`src/design/stream_sequence_timing_monitor_top_defines.svh`:
```
// Assertion macros for the stream sequence timing monitor.
// Included by the RTL files that carry concurrent assertions.
`ifndef STREAM_SEQUENCE_TIMING_MONITOR_TOP_DEFINES_SVH
`define STREAM_SEQUENCE_TIMING_MONITOR_TOP_DEFINES_SVH

// Same-cycle implication, sampled on clk_i, off during reset.
`define SSTM_ASSERT_NOW(label, ante, cons, msg) \
  label: assert property (@(posedge clk_i) disable iff (!rst_ni) (ante) |-> (cons)) \
    else $error(msg);

// Next-cycle implication, sampled on clk_i, off during reset.
`define SSTM_ASSERT_NEXT(label, ante, cons, msg) \
  label: assert property (@(posedge clk_i) disable iff (!rst_ni) (ante) |=> (cons)) \
    else $error(msg);

`endif

```
`src/design/sstm_pkg.sv`:
```
// Shared types and constants of the stream sequence timing monitor.
// No dependencies.
package sstm_pkg;

  localparam int unsigned IN_TDATA_W  = 120;
  localparam int unsigned IN_TUSER_W  = 4;
  localparam int unsigned OUT_TDATA_W = 248;
  localparam int unsigned CFG_IDX_W   = 2;
  localparam int unsigned CFG_DATA_W  = 64;

  typedef enum logic [CFG_IDX_W-1:0] {
    REG_CHECK_SEQUENCE  = 2'd0,
    REG_CHECK_MONOTONIC = 2'd1,
    REG_GAP_CHECK_EN    = 2'd2,
    REG_GAP_THRESHOLD   = 2'd3
  } cfg_reg_e;

  typedef struct packed {
    logic        check_sequence;
    logic        check_monotonic;
    logic        gap_check_enable;
    logic [63:0] gap_threshold_ns;
  } cfg_t;

  // tdata of an input transfer; strm_id sits in the lowest bits
  typedef struct packed {
    logic [15:0] payload_length;
    logic [63:0] ts_ns;
    logic [31:0] sequence_req;
    logic [7:0]  strm_id;
  } in_fields_t;

  // one stream table entry
  typedef struct packed {
    logic        valid;
    logic [31:0] prev_sequence;
    logic [63:0] last_timestamp;
    logic [31:0] records;
    logic [47:0] bytes;
    logic        contiguous;
    logic        monotonic;
  } entry_t;

  // result item; rec_ordinal sits in the lowest bits
  typedef struct packed {
    logic [31:0] kind_count;
    logic        stream_monotonic;
    logic        stream_contiguous;
    logic [47:0] stream_payload_total;
    logic [31:0] stream_record_count;
    logic [63:0] gap_delta_ns;
    logic        timeline_gap;
    logic        time_backward;
    logic [31:0] exp_sequence;
    logic        sequence_gap;
    logic        new_stream;
    logic [31:0] rec_ordinal;
  } report_t;

endpackage

```
`src/design/sstm_check.sv`:
```
// Record checks against the stream's previous entry; builds the new entry
// and the report. Purely combinational. Depends on sstm_pkg.
module sstm_check import sstm_pkg::*; (
  input  cfg_t        cfg_i,
  input  in_fields_t  rec_i,
  input  entry_t      entry_i,
  input  logic [31:0] ordinal_i,
  input  logic [31:0] kind_count_i,
  output entry_t      entry_o,
  output report_t     report_o
);

  logic        fresh;
  logic [31:0] expected;
  logic [64:0] diff;
  logic        below;
  logic        seq_gap;
  logic        backward;
  logic        tgap;
  logic [31:0] records;
  logic [47:0] bytes_base;
  logic [48:0] bytes_sum;
  logic [47:0] bytes;
  logic        contiguous;
  logic        monotonic;

  always_comb begin
    fresh    = !entry_i.valid;
    expected = entry_i.prev_sequence + 32'd1;
    // borrow out of the 65-bit difference flags a backward step
    diff     = {1'b0, rec_i.ts_ns} - {1'b0, entry_i.last_timestamp};
    below    = diff[64];

    seq_gap  = !fresh && cfg_i.check_sequence && (rec_i.sequence_req != expected);
    backward = !fresh && below && cfg_i.check_monotonic;
    tgap     = !fresh && !below && cfg_i.gap_check_enable &&
               (diff[63:0] > cfg_i.gap_threshold_ns);

    if (fresh) begin
      records = 32'd1;
    end else if (entry_i.records == '1) begin
      records = entry_i.records;
    end else begin
      records = entry_i.records + 32'd1;
    end

    bytes_base = fresh ? 48'd0 : entry_i.bytes;
    bytes_sum  = {1'b0, bytes_base} + 49'(rec_i.payload_length);
    bytes      = bytes_sum[48] ? '1 : bytes_sum[47:0];

    contiguous = fresh ? 1'b1 : (entry_i.contiguous && !seq_gap);
    monotonic  = fresh ? 1'b1 : (entry_i.monotonic && !backward);

    entry_o.valid          = 1'b1;
    entry_o.prev_sequence  = rec_i.sequence_req;
    entry_o.last_timestamp = rec_i.ts_ns;
    entry_o.records        = records;
    entry_o.bytes          = bytes;
    entry_o.contiguous     = contiguous;
    entry_o.monotonic      = monotonic;

    report_o.rec_ordinal          = ordinal_i;
    report_o.new_stream           = fresh;
    report_o.sequence_gap         = seq_gap;
    report_o.exp_sequence         = fresh ? 32'd0 : expected;
    report_o.time_backward        = backward;
    report_o.timeline_gap         = tgap;
    report_o.gap_delta_ns         = (fresh || below) ? 64'd0 : diff[63:0];
    report_o.stream_record_count  = records;
    report_o.stream_payload_total = bytes;
    report_o.stream_contiguous    = contiguous;
    report_o.stream_monotonic     = monotonic;
    report_o.kind_count           = kind_count_i;
  end

endmodule

```
`config.mk`:
```
export PLATFORM = sky130hd
export DESIGN_NAME = sstm_check
export DESIGN_NICKNAME = d
export VERILOG_FILES = /design/src/design/stream_sequence_timing_monitor_top_defines.svh /design/src/design/sstm_pkg.sv /design/src/design/sstm_check.sv
export SDC_FILE = /design/constraint.sdc
export NUM_CORES = 1
export LEC_CHECK = 0
export BUFFER_PORTS_ARGS = -buffer_cell sky130_fd_sc_hd__clkbuf_2
export CAP_MARGIN = 0
export CORE_AREA = 5 5 329 331
export DETAILED_ROUTE_END_ITERATION = 12
export DIE_AREA = 0 0 334 336
export GPL_TIMING_DRIVEN = 0
export SLEW_MARGIN = 15
export SYNTH_ARGS = -nofsm -noshare
export SYNTH_HDL_FRONTEND = slang
export SYNTH_SLANG_ARGS = --single-unit
```
`constraint.sdc`:
```
create_clock -name vclk -period 17.6
set_clock_uncertainty 0.2 [all_clocks]
set_input_delay 2.64 -clock vclk [all_inputs]
set_output_delay 2.64 -clock vclk [all_outputs]
set_load 0.01 [all_outputs]
```
==> reports/qor.yml <==
logic_synthesis:
  ys_types: 74
  syn_inst: 1808
  synth_common_cells: "buf_4 (250), inv_1 (166), ha_1 (146), nand2_1 (131), nor2_1 (128)"
  synth.most_common_cell: "buf_4"
  synth_area_um2: 11830
  synth.area.top_cells: "buf_4 (16%), ha_1 (15%), xnor2_1 (6.7%)"
  synth.yosys.warnings: 0
  yosysTopAreaCell: "buf_4"
  syn-num-nets: 2386
  avgSynthCellArea_um2: 6.545
  ys_seq_area_share_pct: 0
  synth_top_area_share_pct: 15.86
placed_design:
  pre_cts_ws_ps: 5002
  io_buffers: 777
  gp_congestion: 0.9482
  hpwl_mm: 81.56
  placed_cells: 3976
timing:
  hold_viol_final: 0
  fin_hold_ws_ps: 5268
  tns_ps: 0
  fin_crit_sh_pct: 68.48
  grt_setup_unrepaired: "no"
  finalSetupViolCount: 0
  slew_violations: 0
  fin_crit_ps: 12050
  fin_ws_ps: 5548
  slew_headroom_pct: 24.45
  fmax_mhz: 82.97
  worstMarginPinSlew_ps: 1123
layout:
  nNetsFinal: 3165
  nClkBuffers: 0
  seq_cells: 0
  layout-drive-gt1-share_pct: 41.28
  fin_cells: 3987
  syn_to_final_growth_pct: 47.84
  seqCellArea_um2: 0
detailed_routing:
  dr.pass1.iters: 5
  drt_iter0_markers: 1043
  drt_wl_total_mm: 88.00
  antenna_left: 0
  drc: 0
  post_drt_wl_per_cell_um: 22.07
  via_count: 15816
  vias_per_cell: 3.967
clock_tree:
  cts-hold-fix-buffers: 0
  cts_repair_resize_count: 0
  post_cts_buffers: 0
global_route:
  overflow: 0
  grt_use_total_pct: 14.39
  grt_pass1_wl_mm: 117.1
  antenna_found_initial: 21
  grt_pass1_vias: 15405
  grt_max_degree: 11
min_path:
  worstHoldPathType: "in2out"
  min_from: "kind_count_i[11]"
floorplanning:
  io_pins: 855
  die_h_um: 336
  die-width_um: 334
  initial_utilization_pct: 11.29
  coreArea_um2: 104800
  die-area_um2: 112200
  rows: 119
status:
  outcome: "completed"
setup_path:
  worstPathCellList: "clkbuf_1 > buf_2 > clkbuf_2 > clkbuf_1 > and2_1 > ha_1 > a21o_1 > a21o_1 > a21oi_1 > nand2_1 > o2111ai_1 > nand2_1 > o21a_1 > o21ai_0 > or3_1 > clkbuf_1 > clkbuf_1 > nand2_1 > buf_4 > clkbuf_2"
  startpoint: "entry_i[178]"
  critPathKind: "in2out"
  critPathTopFamily: "buffers and inverters"
  slowest_delay_ps: 790
  required_ps: 14760
  start_kind: "primary input"
  crit_arrival_ps: 9210
  path_buf_inv: 8
  end_kind: "output pin"
  slowest_stage: "o21ai_0"
  path_max_fanout: 10
  crit_top_cell: "clkbuf_1"
job:
  cap_violations: 0
through the flow:
| stage | area (um^2) | utilization [%] |
|---|---|---|
| final | 17500 | 16.69 |
| after floorplan | 11830 | - |
| after detailed placement | 17470 | 16.66 |
| after global routing | 17480 | 16.67 |
| after CTS | 17470 | 16.66 |
| after global placement | 17460 | 16.66 |
metal layers:
layer	track usage [%]	part of all wire [%]	wire (um)	vias up
met2	24.04	46	40090	730
met1	19.46	45	39560	7429
li1	-	-	-	7591
met4	2.322	1.8	1597	8
met3	3.043	7.6	6703	58
met5	0	0.053	47	-
area by class of cell:
cell class / instances / area (um^2)
fillers: 12224 / 87330
multi-input cells: 1325 / 9061
repair buffers: 777 / 3889
diodes: 11 / 27.53
inverters: 167 / 626.9
plain buffers: 316 / 2151
well taps: 1391 / 1740
final timing paths:
| path | cells past startpoint | end |
|---|---|---|
| min | 2 | report_o[225] |
| max | 20 | report_o[174] |
logic make-up after synthesis:
logic type / count (synthesis) / synth area share (%)
AOI/OAI and AO/OA: 406 / 22.09
buffers and inverters: 483 / 23.43
and+or+nand+nor: 590 / 25.33
muxes: 2 / 0.1692
xor gates and xnor gates: 178 / 13.17
other: 1 / 0.03169
adders and majority gates: 148 / 15.78
cells in the final DEF (no fill, tap or decap), types with 6 or more instances in the layout:
| cell type | count |
|---|---|
| nand4_1 | 45 |
| and2_1 | 31 |
| or2_2 | 8 |
| o21bai_1 | 16 |
| a211oi_1 | 19 |
| a21o_1 | 54 |
| ha_1 | 146 |
| nor3_1 | 26 |
| o2111ai_1 | 7 |
| nor4_1 | 9 |
| nand3_1 | 61 |
| or3_1 | 15 |
| diode_2 | 11 |
| a31oi_1 | 10 |
| a21oi_1 | 111 |
| inv_1 | 166 |
| and3_1 | 69 |
| o211ai_1 | 11 |
| clkbuf_1 | 50 |
| xnor2_1 | 91 |
| xor2_1 | 87 |
| clkbuf_2 | 788 |
| o21a_1 | 18 |
| o21ai_0 | 96 |
| nor2b_1 | 26 |
| nor2_1 | 128 |
| nand2_1 | 131 |
| and4_1 | 6 |
| nand2b_1 | 15 |
| o31a_1 | 6 |
| buf_4 | 250 |
