**config.mk**
```make
export PLATFORM = sky130hd
export DESIGN_NAME = sstm_kind_table
export DESIGN_NICKNAME = d
export VERILOG_FILES = /design/src/design/stream_sequence_timing_monitor_top_defines.svh /design/src/design/sstm_pkg.sv /design/src/design/sstm_kind_table.sv
export SDC_FILE = /design/constraint.sdc
export NUM_CORES = 1
export LEC_CHECK = 0
export BUFFER_PORTS_ARGS = -buffer_cell sky130_fd_sc_hd__buf_2
export CELL_PAD_IN_SITES_DETAIL_PLACEMENT = 0
export CELL_PAD_IN_SITES_GLOBAL_PLACEMENT = 1
export CORE_ASPECT_RATIO = 0.7
export CORE_MARGIN = 4
export CORE_UTILIZATION = 38
export CTS_BUF_LIST = sky130_fd_sc_hd__clkbuf_8
export CTS_CLUSTER_SIZE = 16
export DETAILED_ROUTE_END_ITERATION = 7
export MAX_ROUTING_LAYER = met4
export PLACE_DENSITY = 0.61
export SYNTH_ARGS = -nofsm -noshare
export SYNTH_HDL_FRONTEND = slang
export SYNTH_SLANG_ARGS = --single-unit
```
**constraint.sdc**
```tcl
create_clock -name clk_i -period 4.15 [get_ports clk_i]
set_input_delay 0.6225 -clock clk_i [delete_from_list [all_inputs] [get_ports clk_i]]
set_output_delay 0.6225 -clock clk_i [all_outputs]
set_load 0.005 [all_outputs]
```
**src/design/stream_sequence_timing_monitor_top_defines.svh**
```systemverilog
// Assertion macros for the stream sequence timing monitor.
// Included by the RTL files that carry concurrent assertions.
`ifndef STREAM_SEQUENCE_TIMING_MONITOR_TOP_DEFINES_SVH
`define STREAM_SEQUENCE_TIMING_MONITOR_TOP_DEFINES_SVH

// Same-cycle implication, sampled on clk_i, off during reset.
`define SSTM_ASSERT_NOW(label, ante, cons, msg) \
  label: assert property (@(posedge clk_i) disable iff (!rst_ni) (ante) |-> (cons)) \
    else $error(msg);

// Next-cycle implication, sampled on clk_i, off during reset.
`define SSTM_ASSERT_NEXT(label, ante, cons, msg) \
  label: assert property (@(posedge clk_i) disable iff (!rst_ni) (ante) |=> (cons)) \
    else $error(msg);

`endif

```
**src/design/sstm_pkg.sv**
```systemverilog
// Shared types and constants of the stream sequence timing monitor.
// No dependencies.
package sstm_pkg;

  localparam int unsigned IN_TDATA_W  = 120;
  localparam int unsigned IN_TUSER_W  = 4;
  localparam int unsigned OUT_TDATA_W = 248;
  localparam int unsigned CFG_IDX_W   = 2;
  localparam int unsigned CFG_DATA_W  = 64;

  typedef enum logic [CFG_IDX_W-1:0] {
    REG_CHECK_SEQUENCE  = 2'd0,
    REG_CHECK_MONOTONIC = 2'd1,
    REG_GAP_CHECK_EN    = 2'd2,
    REG_GAP_THRESHOLD   = 2'd3
  } cfg_reg_e;

  typedef struct packed {
    logic        check_sequence;
    logic        check_monotonic;
    logic        gap_check_enable;
    logic [63:0] gap_threshold_ns;
  } cfg_t;

  // tdata of an input transfer; strm_id sits in the lowest bits
  typedef struct packed {
    logic [15:0] payload_length;
    logic [63:0] ts_ns;
    logic [31:0] sequence_req;
    logic [7:0]  strm_id;
  } in_fields_t;

  // one stream table entry
  typedef struct packed {
    logic        valid;
    logic [31:0] prev_sequence;
    logic [63:0] last_timestamp;
    logic [31:0] records;
    logic [47:0] bytes;
    logic        contiguous;
    logic        monotonic;
  } entry_t;

  // result item; rec_ordinal sits in the lowest bits
  typedef struct packed {
    logic [31:0] kind_count;
    logic        stream_monotonic;
    logic        stream_contiguous;
    logic [47:0] stream_payload_total;
    logic [31:0] stream_record_count;
    logic [63:0] gap_delta_ns;
    logic        timeline_gap;
    logic        time_backward;
    logic [31:0] exp_sequence;
    logic        sequence_gap;
    logic        new_stream;
    logic [31:0] rec_ordinal;
  } report_t;

endpackage

```
**src/design/sstm_kind_table.sv**
```systemverilog
// Per-kind record counters in a memory, saturating increment on write-back.
// Depends on sstm_pkg.
module sstm_kind_table import sstm_pkg::*; #(
  parameter int unsigned DEPTH = 16,
  parameter int unsigned AW    = 4
) (
  input  logic          clk_i,
  input  logic          rd_en_i,
  input  logic [AW-1:0] rd_addr_i,
  input  logic          clr_en_i,
  input  logic [AW-1:0] clr_addr_i,
  input  logic          upd_en_i,
  input  logic [AW-1:0] upd_addr_i,
  output logic [31:0]   count_o
);

  logic [31:0] mem_q [DEPTH];
  logic [31:0] rd_data_q;

  assign count_o = (rd_data_q == '1) ? rd_data_q : rd_data_q + 32'd1;

  always_ff @(posedge clk_i) begin
    if (clr_en_i) begin
      mem_q[clr_addr_i] <= '0;
    end else if (upd_en_i) begin
      mem_q[upd_addr_i] <= count_o;
    end
    if (rd_en_i) begin
      rd_data_q <= mem_q[rd_addr_i];
    end
  end

endmodule

```
==> impl_summary.md <==
Floorplan
The die boundary height is 207 um. The initial utilization of the core area, before any placement, comes to 38.6%. The die footprint is 60500 um2.

The initialized floorplan defines 72 standard-cell rows. The floorplan core area is 55600 um2. For this design the top-level I/O count stands at 48. The horizontal extent of the die is 292 um.

Final layout
The non-filler instance count after layout is 1909. The post-route cell area is 24600 um2. The post-layout net count is 1125.

The area added between synthesis and finish is 14.7%. Counting the fill cells in the layout gives 4672. Of the cells placed in the final design, the portion with a size suffix greater than 1 is 33.1%.

Summing all flip-flop and latch instances after layout gives 16300 um2. The multi-input combinational cells in the finished layout cover a total of 5080 um2. The antenna cell count is 0. Cells fill 44.3% of the core in the end.

STA
Setup slack on the critical path of the routed design comes to 0.205 ns. The final count of pins violating max slew is 0. The final count of hold timing violations is 0. The worst relative slew slack is 21.3%. The ratio of final minimum period to clock period is 95.1%. Setup repair after global routing left no endpoint under its margin.

The final period demand of the worst path is 3.94 ns. The measured slew at the worst slew-check pin is 1.18 ns. Timing would allow up to 253 MHz.

Setup violations remaining at the end of the flow were counted as 0. The setup total negative slack is 0 ns. Between clock sinks in the finished design, the worst skew comes to 0.0348 ns.

Route
Dividing the detail-routed via count by the number of cells gives 5.52. The final routed wire length divided by cell count is 28.1 um. Wire segments on met2 add up to 24500 um in the final route. In this run the remaining antenna-violating nets after routing total 0. The post-detailed-routing wire length is 53600 um. The met1 wire length is 24400 um. Detailed routing inserted a total of 10500 vias. The residual DRC count is 0. The first detailed-routing pass took 5 iterations.

The highest metal layer used by the detailed router is met4. Summed over all nets, wire length on met3 after detailed routing comes to 3960 um. After the first detailed-routing iteration, the DRC count stood at 1052.

Setup path
The worst setup path is captured at an output port. The worst setup slack for register-to-register paths is 1.04 ns. The signal on the critical path passes through ha_1 -> nand3_1 -> nor2_1 -> nand4_1 -> nor3_1 -> xnor2_1 -> buf_2. The largest single stage delay on the critical path is 0.62 ns.

Of all nets on the critical path, the largest fanout is 7. The startpoint kind of the worst setup timing path is a flop. The critical path in this run is classified as reg -> out. Data on the critical path is required at its endpoint by 3.53 ns.

The endpoint arrival time on the critical path is 3.32 ns. The slowest library cell on the worst path is nor2_1. The dominant delay contributor by cell family on the critical path is simple AND/OR/NAND/NOR gates.

The buffering stage count on the worst path with inverters included is 1.

Yosys
In this run, synthesis inferred 544 flip-flops with an integrated enable. The number of standard cells after synthesis is 967. In the post-synthesis netlist, the biggest area contributors are edfxtp_1, mux4_2, and2_1. The flip-flop and latch count after synthesis is 544. Of the post-synthesis cell area, the dominant cell type holds 76.1%. The mapped netlist covers 21500 um2.

After synthesis, the share of flip-flops with an asynchronous set or reset is 0%. Counting distinct cell types in the post-synthesis netlist gives 48. The most instantiated flip-flop cell in the synthesis netlist is edfxtp_1. The synthesized netlist net count is 984. The synthesized design spends more area on one cell type than any other, namely edfxtp_1. For this run, the number of Yosys warnings is 0.

The mean instance size in the synthesized netlist is 22.2 um2. For this run, the register share of the synthesized area comes to 76.1%.

Clocking
The buffer count from post-CTS setup fixing is 0. The clock input transition at the sequential cells of the worst setup and hold paths is 0.06 ns. At the later pin of the worst-skew pair, clock insertion delay measures 0.68 ns. The number of buffers on the longest clock path is 3.

The cell at the root of the clock tree is clkbuf_8. The number of CTS-inserted buffers is 83. The H-tree was split into 3 levels.

The hold buffer count at cts is 0. The number of sinks handled by clock tree synthesis is 544. The TritonCTS clock tree is done. Post-CTS repair changed the size of 0 cells.

Power
IR analysis of the VDD net gives a maximum drop of 0.332 mV. The sequential fraction of design power is 56.7%. The logic gate share of total power is 6.7%. The power density of the placed cells is 448 nW/um2. The standby leakage power is 7.95 nW. The switching power as a share of total power is 23.5%. The design internal power is 8.43 mW.

The switching power summed over all nets is 2.59 mW. The relative contribution of the clock network to total power is 36.6%.

Worst hold path
The type of the tightest min-delay check is in -> reg.

Global route
The first global-routing pass estimated 77800 um of wire. The number of antenna violations at the first check in global routing came to 2. The via count of the first global-routing pass is 10700. Entering global routing, the biggest net connects 56 pins. The total global-route track usage is 18.6%. Summed over all layers, the global routing overflow is 0.

Place
The number of port buffers is 47. The post-detailed-placement half-perimeter wirelength is 32500 um. Timing analysis after detailed placement gives a worst setup slack of 0.914 ns. The cell count after placement is 1763. Routability-driven placement finished with a final weighted congestion of 0.785. In this run the cell area measured after placement is 23100 um2.

Status
The flow ran to the end, and the final reports show no timing, DRC or antenna violations.

Job
Max-cap violations in this run came to 0.
## synth_stat cells (2+ instances only)
master and count:
a21oi_1 5, a311oi_1 4, a31oi_1 16, and2_1 21, and3_1 6, and4_2 2, buf_1 10, buf_2 8
clkbuf_1 27, edfxtp_1 544, inv_1 7, mux2i_1 6, mux4_2 160, nand2_1 29, nand2b_1 6, nand3_1 11
nand4_1 6, nor2_1 25, nor2b_1 2, nor3_1 7, nor3b_1 3, nor4_1 5, o21ai_0 4, or2_2 2
or3_1 3, or4_1 3, xnor2_1 12, xor2_1 13
## placed cells by master (no fill, tap or decap), types with 16 or more instances in the layout
master / netlist / final
a31oi_1: 16 / 16
and2_1: 21 / 21
buf_2: 8 / 45
buf_4: 0 / 45
clkbuf_8: 0 / 84
clkinv_1: 0 / 18
edfxtp_1: 544 / 544
inv_1: 7 / 41
mux4_2: 160 / 160
nand2_1: 29 / 29
nor2_4: 0 / 16
## stage by stage
stage / power, mW / hold slack, ns
2_1_floorplan: 6.77 / 0.735
3_3_place_gp: 7.11 / 0.835
3_5_place_dp: 7.11 / 0.836
4_1_cts: 11.2 / 0.614
5_1_grt: 11.5 / 0.632
6_report: 11.0 / 0.662
## logic make-up after synthesis
kind of cell | after synthesis | share of synthesized area (%)
compound gates | 37 | 1.25
xor+xnor | 25 | 1.02
fa+ha+maj | 1 | 0.0582
buf+inv | 53 | 0.979
flops | 544 | 76.1
mux | 167 | 17.1
simple gates | 140 | 3.54
## worst reg2reg max path: stages (launching register included)
cell and delay [ns]:
edfxtp_1 0.42, ha_1 0.22, nand3_1 0.29, nor4_2 0.44
buf_4 0.22, o211ai_1 0.19, xnor2_1 0.48, and2_1 0.58
## path summary, 6_finish.rpt
kind             endpoint  cells after the start    startpoint
max           count_o[22]                      7  rd_data_q[0]
min          rd_data_q[7]                      1       rd_en_i
max reg2reg  mem_q[0][20]                      7  rd_data_q[0]
min reg2reg  rd_data_q[9]                      2  mem_q[13][9]
## sequential cells by signal, summed over array words and instances (netlist names)
name       count
mem_q        512
rd_data_q     32
## metal layers
metal	vias to the layer above	GRT usage, %
met5	-	-
met4	0	4.05
met3	68	4.62
met2	366	27.1
met1	5698	26.8
li1	4405	-
## layout make-up
cell class / count / share of cell area (%)
clock buffer: 83 / 4.64
clock inverter: 63 / 1.34
inverter: 7 / 0.107
multi-input combinational: 370 / 20.6
sequential: 544 / 66.3
tap: 740 / 3.76
timing repair buffer: 102 / 3.20
## power by group through the flow
stage	clock (mW)	sequential (mW)	combinational (mW)
2_1_floorplan	0	6.35	0.418
3_3_place_gp	0	6.36	0.750
3_5_place_dp	0	6.36	0.750
4_1_cts	4.15	6.25	0.754
5_1_grt	4.43	6.26	0.788
6_report	4.04	6.25	0.737
(Power assumes the default switching activity.)
